File: src/sv/lcgx_pkg.sv
// ----------------------------------------------------------------------------
// lcgx_pkg
// Shared types and constants for the LCG keystream XOR cipher: field widths,
// request codes, generator constants and the precomputed warm-up jump.
// ----------------------------------------------------------------------------
package lcgx_pkg;

  // Field widths.
  localparam int REQ_W   = 2;
  localparam int BYTE_W  = 8;
  localparam int LEN_W   = 64;
  localparam int STATE_W = 32;
  localparam int SKIP_W  = 4;

  // Request codes.
  localparam logic [REQ_W-1:0] REQ_BEGIN    = 2'd0;
  localparam logic [REQ_W-1:0] REQ_PASSWORD = 2'd1;
  localparam logic [REQ_W-1:0] REQ_DATA     = 2'd2;

  // Mode register values.
  localparam logic MODE_ENCRYPT = 1'b0;
  localparam logic MODE_DECRYPT = 1'b1;

  // Generator constants.
  localparam logic [STATE_W-1:0] LCG_MUL  = 32'd1103515245;
  localparam logic [STATE_W-1:0] LCG_INC  = 32'd12345;
  localparam logic [STATE_W-1:0] SEED_MUL = 32'd31;
  localparam int                 WARMUP_STEPS = 16;

  // Length header: eight bytes, little-endian.
  localparam int                HEADER_BYTES = 8;
  localparam logic [SKIP_W-1:0] HEADER_SKIP  = SKIP_W'(HEADER_BYTES);
  localparam int                HDR_CNT_W    = $clog2(HEADER_BYTES);

  // Composes a number of generator steps into one affine map x -> m*x + c,
  // returned as {m, c}. Evaluated only at elaboration.
  function automatic logic [2*STATE_W-1:0] lcg_jump(input int steps);
    logic [STATE_W-1:0] m;
    logic [STATE_W-1:0] c;
    m = 32'd1;
    c = 32'd0;
    for (int i = 0; i < steps; i++) begin
      m = STATE_W'(m * LCG_MUL);
      c = STATE_W'(c * LCG_MUL) + LCG_INC;
    end
    return {m, c};
  endfunction

  // The first data byte runs the warm-up and one more step in a single jump.
  localparam logic [2*STATE_W-1:0] JUMP     = lcg_jump(WARMUP_STEPS + 1);
  localparam logic [STATE_W-1:0]   JUMP_MUL = JUMP[2*STATE_W-1:STATE_W];
  localparam logic [STATE_W-1:0]   JUMP_INC = JUMP[STATE_W-1:0];

endpackage

File: src/sv/lcgx_channels.sv
// ----------------------------------------------------------------------------
// lcgx channels
// Valid/ready channel interfaces for requests, result words and the mode
// register write port.
// ----------------------------------------------------------------------------

// Request channel: one request word per handshake.
interface lcgx_req_if;
  logic                           valid;
  logic                           ready;
  logic [lcgx_pkg::REQ_W-1:0]     req_type;
  logic [lcgx_pkg::BYTE_W-1:0]    byte_value;
  logic [lcgx_pkg::LEN_W-1:0]     msg_length;

  modport source (output valid, output req_type, output byte_value,
                  output msg_length, input ready);
  modport sink   (input valid, input req_type, input byte_value,
                  input msg_length, output ready);
endinterface

// Result channel: one output word per handshake.
interface lcgx_rsp_if;
  logic                           valid;
  logic                           ready;
  logic [lcgx_pkg::BYTE_W-1:0]    out_byte;
  logic                           is_header;
  logic                           run_last;

  modport source (output valid, output out_byte, output is_header,
                  output run_last, input ready);
  modport sink   (input valid, input out_byte, input is_header,
                  input run_last, output ready);
endinterface

// Configuration channel: writes the mode register.
interface lcgx_cfg_if;
  logic valid;
  logic ready;
  logic mode;

  modport source (output valid, output mode, input ready);
  modport sink   (input valid, input mode, output ready);
endinterface

File: src/sv/lcg_xor_stream_cipher_unit.sv
// ----------------------------------------------------------------------------
// lcg_xor_stream_cipher_unit
// LCG keystream XOR byte cipher with an optional 8-byte length header.
// ----------------------------------------------------------------------------
//
//   Channel  Dir  Payload                              Words per item
//   req      in   req_type, byte_value, msg_length     1
//   rsp      out  out_byte, is_header, run_last        0, 1 or 8
//   cfg      in   mode                                 1 (always ready)
//
// A request word is registered in the input register, then processed; a
// data word's result is registered in the result register. One request word
// per cycle is sustained while rsp is ready, except that an encrypt begin
// holds the result register while it shifts out the eight header bytes, so
// the next word that has a result waits for them. The generator update is
// one 32x32 multiply-add per cycle; the warm-up is a precomputed 17-step
// jump. Reset (rst, synchronous) clears the mode, the generator state and
// both valid flags. Stalls on rsp back up into req through the input register.
// ----------------------------------------------------------------------------
module lcg_xor_stream_cipher_unit (
  input  logic              clk,
  input  logic              rst,
  lcgx_req_if.sink          req,
  lcgx_rsp_if.source        rsp,
  lcgx_cfg_if.sink          cfg
);

  // Input register.
  logic                                in_full;
  logic [lcgx_pkg::REQ_W-1:0]          req_type_q;
  logic [lcgx_pkg::BYTE_W-1:0]         byte_q;
  logic [lcgx_pkg::LEN_W-1:0]          len_q;

  // Mode register and cipher state.
  logic                                mode;
  logic [lcgx_pkg::STATE_W-1:0]        ks_state;
  logic [lcgx_pkg::STATE_W-1:0]        ks_state_next;
  logic                                ks_started;
  logic                                ks_started_next;
  logic [lcgx_pkg::SKIP_W-1:0]         skip_cnt;
  logic [lcgx_pkg::SKIP_W-1:0]         skip_cnt_next;

  // Result register and header shifter.
  logic                                out_valid;
  logic [lcgx_pkg::BYTE_W-1:0]         out_byte_r;
  logic                                is_header_r;
  logic                                run_last_r;
  logic [lcgx_pkg::LEN_W-lcgx_pkg::BYTE_W-1:0] hdr_rest;
  logic [lcgx_pkg::HDR_CNT_W-1:0]      hdr_left;

  // Datapath and control.
  logic                                has_result;
  logic                                out_free;
  logic                                proc_fire;
  logic [lcgx_pkg::STATE_W-1:0]        ks_mul;
  logic [lcgx_pkg::STATE_W-1:0]        ks_inc;
  logic [lcgx_pkg::STATE_W-1:0]        ks_adv;
  logic [lcgx_pkg::STATE_W-1:0]        seed_fold;

  // Handshake control: process the held word when its result has room.
  assign has_result = in_full &&
                      ((req_type_q == lcgx_pkg::REQ_BEGIN && mode == lcgx_pkg::MODE_ENCRYPT) ||
                       (req_type_q == lcgx_pkg::REQ_DATA && skip_cnt == '0));
  assign out_free   = !out_valid || (rsp.ready && hdr_left == '0);
  assign proc_fire  = in_full && (!has_result || out_free);
  assign req.ready  = !in_full || proc_fire;
  assign cfg.ready  = 1'b1;

  // Generator step: the first data byte takes the warm-up jump.
  assign ks_mul    = ks_started ? lcgx_pkg::LCG_MUL : lcgx_pkg::JUMP_MUL;
  assign ks_inc    = ks_started ? lcgx_pkg::LCG_INC : lcgx_pkg::JUMP_INC;
  assign ks_adv    = lcgx_pkg::STATE_W'(ks_state * ks_mul) + ks_inc;
  assign seed_fold = lcgx_pkg::STATE_W'(ks_state * lcgx_pkg::SEED_MUL) +
                     lcgx_pkg::STATE_W'(byte_q);

  // Next cipher state for the held request word.
  always_comb begin
    ks_state_next   = ks_state;
    ks_started_next = ks_started;
    skip_cnt_next   = skip_cnt;
    case (req_type_q)
      lcgx_pkg::REQ_BEGIN: begin
        ks_state_next   = '0;
        ks_started_next = 1'b0;
        skip_cnt_next   = (mode == lcgx_pkg::MODE_DECRYPT) ? lcgx_pkg::HEADER_SKIP : '0;
      end
      lcgx_pkg::REQ_PASSWORD: begin
        if (!ks_started) begin
          ks_state_next = seed_fold;
        end
      end
      lcgx_pkg::REQ_DATA: begin
        if (skip_cnt != '0) begin
          skip_cnt_next = skip_cnt - 1'b1;
        end else begin
          ks_state_next   = ks_adv;
          ks_started_next = 1'b1;
        end
      end
      default: begin
      end
    endcase
  end

  // Input register.
  always_ff @(posedge clk) begin
    if (rst) begin
      in_full <= 1'b0;
    end else if (req.ready) begin
      in_full <= req.valid;
    end
    if (req.valid && req.ready) begin
      req_type_q <= req.req_type;
      byte_q     <= req.byte_value;
      len_q      <= req.msg_length;
    end
  end

  // Mode register and cipher state.
  always_ff @(posedge clk) begin
    if (rst) begin
      mode       <= lcgx_pkg::MODE_ENCRYPT;
      ks_state   <= '0;
      ks_started <= 1'b0;
      skip_cnt   <= '0;
    end else begin
      if (cfg.valid && cfg.ready) begin
        mode <= cfg.mode;
      end
      if (proc_fire) begin
        ks_state   <= ks_state_next;
        ks_started <= ks_started_next;
        skip_cnt   <= skip_cnt_next;
      end
    end
  end

  // Result register: loads a data word or the first header byte, then
  // shifts out the remaining header bytes.
  always_ff @(posedge clk) begin
    if (rst) begin
      out_valid <= 1'b0;
      hdr_left  <= '0;
    end else if (proc_fire && has_result) begin
      out_valid <= 1'b1;
      if (req_type_q == lcgx_pkg::REQ_BEGIN) begin
        hdr_left <= lcgx_pkg::HDR_CNT_W'(lcgx_pkg::HEADER_BYTES - 1);
      end else begin
        hdr_left <= '0;
      end
    end else if (out_valid && rsp.ready) begin
      if (hdr_left != '0) begin
        hdr_left <= hdr_left - 1'b1;
      end else begin
        out_valid <= 1'b0;
      end
    end
  end

  always_ff @(posedge clk) begin
    if (proc_fire && has_result) begin
      if (req_type_q == lcgx_pkg::REQ_BEGIN) begin
        out_byte_r  <= len_q[lcgx_pkg::BYTE_W-1:0];
        is_header_r <= 1'b1;
        run_last_r  <= 1'b0;
        hdr_rest    <= len_q[lcgx_pkg::LEN_W-1:lcgx_pkg::BYTE_W];
      end else begin
        out_byte_r  <= byte_q ^ ks_adv[lcgx_pkg::BYTE_W-1:0];
        is_header_r <= 1'b0;
        run_last_r  <= 1'b1;
      end
    end else if (out_valid && rsp.ready && hdr_left != '0) begin
      out_byte_r <= hdr_rest[lcgx_pkg::BYTE_W-1:0];
      run_last_r <= (hdr_left == lcgx_pkg::HDR_CNT_W'(1));
      hdr_rest   <= {{lcgx_pkg::BYTE_W{1'b0}},
                     hdr_rest[lcgx_pkg::LEN_W-lcgx_pkg::BYTE_W-1:lcgx_pkg::BYTE_W]};
    end
  end

  // Result channel outputs.
  assign rsp.valid     = out_valid;
  assign rsp.out_byte  = out_byte_r;
  assign rsp.is_header = is_header_r;
  assign rsp.run_last  = run_last_r;

endmodule
File: src/flat_wrapper.sv
// flat-port wrapper written by rule: the top's interface ports become plain ports
module lcg_xor_stream_cipher_unit_flat 
  (clk, rst, req_valid, req_req_type, req_byte_value, req_msg_length, req_ready, rsp_valid, rsp_out_byte, rsp_is_header, rsp_run_last, rsp_ready, cfg_valid, cfg_mode, cfg_ready);
  lcgx_req_if req_i ();
  lcgx_rsp_if rsp_i ();
  lcgx_cfg_if cfg_i ();
  input  logic clk;
  input  logic rst;
  input wire logic [$bits(req_i.valid)-1:0] req_valid;
  input wire logic [$bits(req_i.req_type)-1:0] req_req_type;
  input wire logic [$bits(req_i.byte_value)-1:0] req_byte_value;
  input wire logic [$bits(req_i.msg_length)-1:0] req_msg_length;
  output wire logic [$bits(req_i.ready)-1:0] req_ready;
  output wire logic [$bits(rsp_i.valid)-1:0] rsp_valid;
  output wire logic [$bits(rsp_i.out_byte)-1:0] rsp_out_byte;
  output wire logic [$bits(rsp_i.is_header)-1:0] rsp_is_header;
  output wire logic [$bits(rsp_i.run_last)-1:0] rsp_run_last;
  input wire logic [$bits(rsp_i.ready)-1:0] rsp_ready;
  input wire logic [$bits(cfg_i.valid)-1:0] cfg_valid;
  input wire logic [$bits(cfg_i.mode)-1:0] cfg_mode;
  output wire logic [$bits(cfg_i.ready)-1:0] cfg_ready;
  assign req_i.valid = req_valid;
  assign req_i.req_type = req_req_type;
  assign req_i.byte_value = req_byte_value;
  assign req_i.msg_length = req_msg_length;
  assign req_ready = req_i.ready;
  assign rsp_valid = rsp_i.valid;
  assign rsp_out_byte = rsp_i.out_byte;
  assign rsp_is_header = rsp_i.is_header;
  assign rsp_run_last = rsp_i.run_last;
  assign rsp_i.ready = rsp_ready;
  assign cfg_i.valid = cfg_valid;
  assign cfg_i.mode = cfg_mode;
  assign cfg_ready = cfg_i.ready;
  lcg_xor_stream_cipher_unit u_core (.clk(clk), .rst(rst), .req(req_i), .rsp(rsp_i), .cfg(cfg_i));
endmodule
File: config.mk
export PLATFORM = sky130hd
export DESIGN_NAME = lcg_xor_stream_cipher_unit_flat
export DESIGN_NICKNAME = d
export VERILOG_FILES = /design/src/sv/lcgx_pkg.sv /design/src/sv/lcgx_channels.sv /design/src/sv/lcg_xor_stream_cipher_unit.sv /design/src/flat_wrapper.sv
export SDC_FILE = /design/constraint.sdc
export NUM_CORES = 1
export LEC_CHECK = 0
export BUFFER_PORTS_ARGS = -buffer_cell sky130_fd_sc_hd__buf_2
export CAP_MARGIN = 20
export CELL_PAD_IN_SITES_DETAIL_PLACEMENT = 0
export CELL_PAD_IN_SITES_GLOBAL_PLACEMENT = 1
export CORE_MARGIN = 10
export CORE_UTILIZATION = 52
export CTS_BUF_LIST = sky130_fd_sc_hd__clkbuf_4 sky130_fd_sc_hd__clkbuf_8
export CTS_CLUSTER_DIAMETER = 120
export CTS_CLUSTER_SIZE = 25
export DETAILED_ROUTE_END_ITERATION = 7
export GPL_ROUTABILITY_DRIVEN = 0
export PLACE_DENSITY_LB_ADDON = 0.05
export SYNTH_ARGS = -nofsm -noshare
export SYNTH_HDL_FRONTEND = slang
export SYNTH_SLANG_ARGS = --single-unit
File: constraint.sdc
create_clock -name clk -period 8.09 [get_ports clk]
set_input_delay 0.809 -clock clk [delete_from_list [all_inputs] [get_ports clk]]
set_output_delay 0.809 -clock clk [all_outputs]
set_load 0.02 [all_outputs]
==> key figures, run 1 <==
Yosys
  • Synth area leaders: edfxtp_1 56%, nand2_1 7.9%, ha_1 7.1%
  • Top post-synthesis cells by count: 159 x nand2_1, 140 x edfxtp_1, 54 x inv_1, 43 x ha_1, 27 x xnor2_1
  • Syn Area/Cell: 12.1 um2
  • Adder and majority gate portion of the synthesized area: 12.7%
  • Primary FF master, synth: edfxtp_1
  • Largest area contributor in the synthesized netlist: edfxtp_1
  • Top-area cell type share of the netlist area: roughly 56%
  • Async SR Flop Fraction: 0%
  • Sequential fraction of the synthesis area: 60.9%
  • Most frequent cell after synthesis: nand2_1
  • Syn Std Cell Area: 7530 um2
  • Mux cell area share after synthesis: less than 1%
  • Simple-gate portion of the synthesized area: between 10 and 15%
  • Synth warnings: 0
  • Post-Synth XOR/XNOR Area: under 10%
  • Post-synth EDFFs: 140
  • Syn_nets: 765
  • FF+latch count, synth: 159
  • Largest family of logic cells by synthesized area: adder cells
  • Synthesized instance count: approximately 620
  • Post-synthesis compound-gate area fraction: 5.18%
  • Yosys cell types: between 40 and 50

Outcome
  • Status: finished clean

Worst setup path
  • Crit start category: flip-flop
  • Setup crit end kind: flip-flop
  • Critical path fanouts, max: 10
  • Worst path arrival time: between 4000 and 5000 ps
  • Req. time, crit path: 8280 ps
  • WS Path Type: flip-flop to flip-flop

CTS
  • Setup bufs post-CTS: 0
  • CTS HTree Levels: 4
  • Root Buffer: clkbuf_8
  • CTS resizes: 0
  • CTS tree: done
  • Clock tree buffer depth: 2
  • Clk sinks: roughly 160
  • Latest clock arrival within the worst-skew pair: about 450 ps
  • Cts bufs inserted: 17
  • Clk slew on worst S/H paths: 80 ps
  • CTS Hold Bufs: 0

Timing
  • RSZ-0062 raised after global routing: no
  • Final Hold Vio Count: 0
  • Fin crit period: between 4000 and 5000 ps
  • Slew @ Worst Pin: 969 ps
  • Setup_tns: 0 ps
  • Period utilization: about 55%
  • Hold Worst Slack: 467 ps
  • Max Freq: between 0.2 and 0.25 GHz
  • Max Clock Skew: roughly 13 ps
  • Max Slew Vio Count: 0
  • Max-slew headroom: 35.4%
  • Setup Viol. Count Final: 0

Floorplanning
  • Cell Rows: 43
  • Die H: ~140 um
  • Die area: a little under 20000 um2
  • Die Width: 140 um
  • Core area: about 14000 um2
  • # IOs: 93
  • Starting density of the core: between 50% and 60%

Routing
  • Vias/cell: 5.00
  • TritonRoute pass-1 iters: 4
  • Residual DRC count: 0
  • Post-route ant nets: 0
  • Routed wire per std cell: roughly 16 um
  • Iteration-0 DRC count of the detailed router: 337
  • Via count: roughly 4500
  • Detailed-route wire length: about 15 mm

Place
  • Final HPWL DP: 10.3 mm
  • IO Port Bufs: between 90 and 100

Final layout
  • Area Overhead vs Synth: 13.4%
  • Fill cells: between 1000 and 1500
  • Multi-input gate area: between 2000 and 3000 um2
  • Antenna Cells: 0
  • Register area: between 4000 and 5000 um2
  • Share of cells above drive strength 1: approximately a fifth
  • Final #Nets: 856

Pwr
  • Pwr Density: 200 nW/um2
  • P_leak: roughly 0.0037 uW
  • Peak VDD IR: 158 uV
  • Power Total: about 1700 uW

Min path
  • Hold WC Path Type: flip-flop to flip-flop

Global routing
  • Initial antenna violation count: 0
  • Vias in the first global route: 4844
  • Global-route wire length before repair: ~24 mm
  • GRT Util Overall: approximately 15%
  • Grt ovf: 0
  • Pin count of the biggest net entering global routing: 75

Job
  • Total of max-cap violations: 0
-- state kept, by name, summed over array words and instances (netlist names), 2 cells and up --
signal	flops
u_core.byte_q	8
u_core.hdr_left	3
u_core.hdr_rest	56
u_core.ks_state	8
u_core.len_q	64
u_core.req_type_q	2
u_core.rsp.out_byte	8
u_core.skip_cnt	4
-- placed cells by master, fill, tap and decap left out, types with 2 or more instances in the layout --
master	count
or2_2	2
xor2_1	5
a21oi_1	20
mux2i_1	4
buf_2	91
clkbuf_4	3
and3_1	2
dfxtp_1	19
and2_1	8
xnor2_1	27
fa_1	21
o21ai_1	2
nor3_1	10
clkinv_4	2
a211oi_1	2
edfxtp_1	140
o21a_1	2
inv_6	2
clkinvlp_4	2
nor2b_1	2
bufinv_16	3
a22oi_1	8
clkbuf_8	17
a21o_1	4
ha_1	43
nor2_1	21
a31oi_1	4
inv_1	54
nand3_1	6
o21ai_0	14
buf_4	3
nand2_1	158
-- critical path, stage by stage (launching register included) --
cell and delay [ps]:
dfxtp_1 640, ha_1 350, xor2_1 180, ha_1 180
a21oi_1 170, fa_1 430, inv_1 70, ha_1 250
fa_1 540, inv_1 40, ha_1 330, a21o_1 190
a21oi_1 170, xnor2_1 150, xnor3_2 290, mux2i_1 160
nand3_1 90
-- path summary, 6_finish.rpt --
path | startpoint | end | slack, ps | cells after the start
min reg2reg | u_core.hdr_left[1] | u_core.hdr_left[1] | 470 | 2
min | u_core.hdr_left[1] | u_core.hdr_left[1] | 470 | 2
max | u_core.ks_state[2] | u_core.rsp.out_byte[7] | 3600 | 16
max reg2reg | u_core.ks_state[2] | u_core.rsp.out_byte[7] | 3600 | 16
-- layout make-up --
| type | count | area share [%] |
|---|---|---|
| Multi-Input combinational cell | 385 | 30.8 |
| Timing Repair Buffer | 94 | 5.60 |
| Sequential cell | 159 | 53.7 |
| Clock buffer | 20 | 3.00 |
| Inverter | 55 | 2.42 |
| Tap cell | 180 | 2.64 |
| Clock inverter | 11 | 1.83 |
-- layer usage --
layer	vias up	track usage (%)	share of wire [%]
li1	2282	-	-
met4	0	5.98	1.7
met2	97	25.9	52
met5	-	0	0
met1	2127	17.7	42
met3	17	4.56	4.5
-- power by group --
group | internal, uW | switching [uW] | total, uW
registers | 928 | 15.3 | 943
logic | 63.9 | 89.2 | 153
clock network | 318 | 292 | 610
-- stage by stage --
step / util, % / setup WS [ps] / area (um2) / cells
3_5_place_dp: 57.8 / 3610 / 8120 / 872
6_report: 60.8 / 3600 / 8540 / 904
4_1_cts: 60.8 / 3570 / 8530 / 903
5_1_grt: 60.8 / 3310 / 8540 / 904
3_3_place_gp: 57.8 / 3720 / 8120 / 872
2_1_floorplan: - / 3910 / 7530 / 621
-- logic make-up after synthesis --
logic type                 Yosys count
adders and majority gates           64
AOI/OAI and AO/OA                   63
and+or+nand+nor                    219
muxes                                4
other                                1
xor gates and xnor gates            34
buffers and inverters               77
DFF                                159
Note: power is estimated with default switching activity, not from simulation.
==> run 2, diff against run 1 <==
CORE_UTILIZATION = 44   (was 52)
clock period = 3.8 ns   (was 8.09 ns; I/O delays follow)
==> run 2 against run 1 <==
Critical endpoint unchanged. Setup slack got worse by 3700 ps. Largest cell class unchanged. Via count rose by 2.6%. The flow now finishes with violations (negative setup slack). Sequential cell count did not move. Final cell count rose by 6.6%. Highest routed layer unchanged.
==> key figures, run 2 (synthesis gave the netlist of run 1 again) <==
Final layout
  • Area Overhead vs Synth: 17.8%
  • Share of cells above drive strength 1: 23.8% (+5.1 points)
  • Most flop-heavy register: u_core.len_q
  • Commonest non-fill, non-tap cell in the layout: nand2_1
  • Final #Nets: 875 (+2.2%)
  • Antenna Cells: 0 (unchanged)
  • Fill cells: 1474 (+33%)
  • Max reg flops: 64 (unchanged)
  • Top Registers: u_core.len_q x64, u_core.hdr_rest x56
  • Commonest non-fill, non-tap cells in the layout: 158 x nand2_1, 140 x edfxtp_1, 91 x buf_2, 52 x inv_1, 34 x ha_1

CTS
  • Root Buffer: clkbuf_8
  • Cts bufs inserted: 17 (unchanged)
  • Clk slew on worst S/H paths: 100 ps (+20 ps)
  • Clock tree buffer depth: 2 (unchanged)
  • CTS HTree Levels: 4 (unchanged)
  • Clk sinks: 159 (unchanged)
  • CTS tree: done
  • Latest clock arrival within the worst-skew pair: 460 ps (about the same)

Timing
  • Hold Worst Slack: 89.1 ps (-378 ps)
  • Setup Viol. Count Final: 2 (+2)
  • Setup_tns: -109 ps (-109 ps)
  • Fin crit period: 3890 ps (-601 ps)
  • Final Worst Setup Slack: -86.3 ps (-3690 ps)
  • Period utilization: 102% (+47 points)
  • Max Slew Vio Count: 0 (unchanged)
  • Max Clock Skew: 18.6 ps (+5.91 ps)
  • Final Hold Vio Count: 0 (unchanged)
  • Slew @ Worst Pin: 606 ps (-363 ps)
  • Max Freq: 0.257 GHz (+15%)
  • Max-slew headroom: 59.6% (+24 points)
  • RSZ-0062 raised after global routing: yes

Pwr
  • Peak VDD IR: 363 uV (+130%)
  • Pwr Density: 397 nW/um2 (+99%)
  • Internal: 2600 uW (+99%)
  • Clk pwr share: 32.7% (-3.0 points)
  • Combinational power share: 10.6% (+1.6 points)
  • P_leak: 0.00374 uW (+2.1%)
  • Switching fraction of total power: 26.0% (+2.8 points)
  • Sw power: 916 uW (+130%)
  • Flop pwr share: 56.7% (+1.4 points)

Place
  • Pre-CTS setup slack: -93.7 ps (-3700 ps)
  • IO Port Bufs: 91 (unchanged)
  • Final HPWL DP: 10.6 mm (+2.5%)

Worst setup path
  • Family with the most delay on the worst path: adder cells
  • Most frequent CP cell: ha_4
  • Critical Path Slowest Stage Cell: fa_1
  • Worst path arrival time: 4090 ps (-590 ps)
  • Critical path fanouts, max: 3 (-7)
  • Crit path buf inv count: 2 (unchanged)
  • Req. time, crit path: 4010 ps (-4270 ps)
  • CP max stage delay: 550 ps (-90 ps)
  • Crit start category: flip-flop
  • Setup crit end kind: flip-flop
  • WS Path Type: flip-flop to flip-flop
  • Cell Chain, Critical Path: ha_4 -> xor2_1 -> ha_2 -> a21oi_2 -> fa_1 -> inv_2 -> ha_4 -> fa_1 -> inv_2 -> ha_4 -> a21o_1 -> a21oi_2 -> xnor2_1 -> xnor3_2 -> mux2i_1 -> nand3_1

Global routing
  • Grt ovf: 0 (unchanged)
  • GRT Util Overall: 13.8% (-1.4 points)
  • Initial antenna violation count: 0 (unchanged)
  • Pin count of the biggest net entering global routing: 60 (-20%)
  • Global-route wire length before repair: 24.6 mm (+2.4%)
  • Vias in the first global route: 4920 (+1.6%)

Routing
  • Detailed-route wire length: 15.1 mm (+3.8%)
  • Via count: 4639 (+2.6%)
  • Vias/cell: 4.81 (-3.8%)
  • Post-route ant nets: 0 (unchanged)
  • TritonRoute pass-1 iters: 4 (unchanged)
  • Iteration-0 DRC count of the detailed router: 249 (-26%)
  • Routed wire per std cell: 15.7 um (-2.7%)
  • Residual DRC count: 0 (unchanged)

Floorplanning
  • Die Width: 151 um (+7.5%)
  • Die area: 22800 um2 (+15%)
  • # IOs: 93 (unchanged)
  • Starting density of the core: 45.1% (-8.5 points)
  • Core area: 16700 um2 (+19%)
  • Die H: 151 um (+7.5%)
  • Cell Rows: 47 (+9.3%)

Outcome
  • Status: finished, violations left
  • Violated checks: negative setup slack

Job
  • Total of max-cap violations: 0 (unchanged)

Min path
  • Hold WC Path Type: input pin to flip-flop
## run 2: repair_timing
action | in CTS | in global routing
endpoints found under the setup margin | 3 | 5
gates resized for setup | 4 | 7
pin swaps | 1 | 6
hold buffers | 0 | 0
buffers inserted | 0 | 1
## run 2: path summary, 6_finish.rpt
kind	start	end	slack [ps]	depth (start not counted)
max	u_core.ks_state[2]	u_core.rsp.out_byte[7]	-90	16
max reg2reg	u_core.ks_state[2]	u_core.rsp.out_byte[7]	-90	16
min reg2reg	u_core.hdr_left[1]	u_core.hdr_left[1]	470	2
min	req_byte_value[6]	u_core.byte_q[6]	90	1
## run 2: power groups by stage
| stage | Combinational, uW | Clock [uW] | Sequential (uW) |
|---|---|---|---|
| after floorplan | 229 | 0 | 2040 |
| after global placement | 359 | 0 | 2040 |
| after detailed placement | 365 | 0 | 2040 |
| after CTS | 374 | 1190 | 2000 |
| after global routing | 424 | 1260 | 2000 |
| final | 372 | 1150 | 2000 |
## run 2: final cells by class
class                   instances  area (um2)  area share (%)
clock inverters                15         133            1.49
well taps                     220         275            3.10
inverters                      55         206            2.33
repair buffers                113         646            7.27
flip-flops and latches        159        4600            51.9
multi-input cells             385        2780            31.3
clock buffers                  17         234            2.64
## run 2: layer usage
| metal | share of wire [%] | global-route usage [%] |
|---|---|---|
| met5 | 0 | 0 |
| met3 | 4.2 | 3.85 |
| met2 | 50 | 23.0 |
| met4 | 1.9 | 5.25 |
| met1 | 44 | 16.7 |
## run 2: stage by stage
step | area, um2 | utilization [%] | cells | total power [uW]
finish | 8870 | 53.1 | 964 | 3520
global route | 8870 | 53.1 | 964 | 3690
CTS | 8830 | 52.9 | 963 | 3560
detailed placement | 8430 | 50.4 | 931 | 2400
global placement | 8430 | 50.4 | 931 | 2400
floorplan | 7620 | - | 621 | 2270
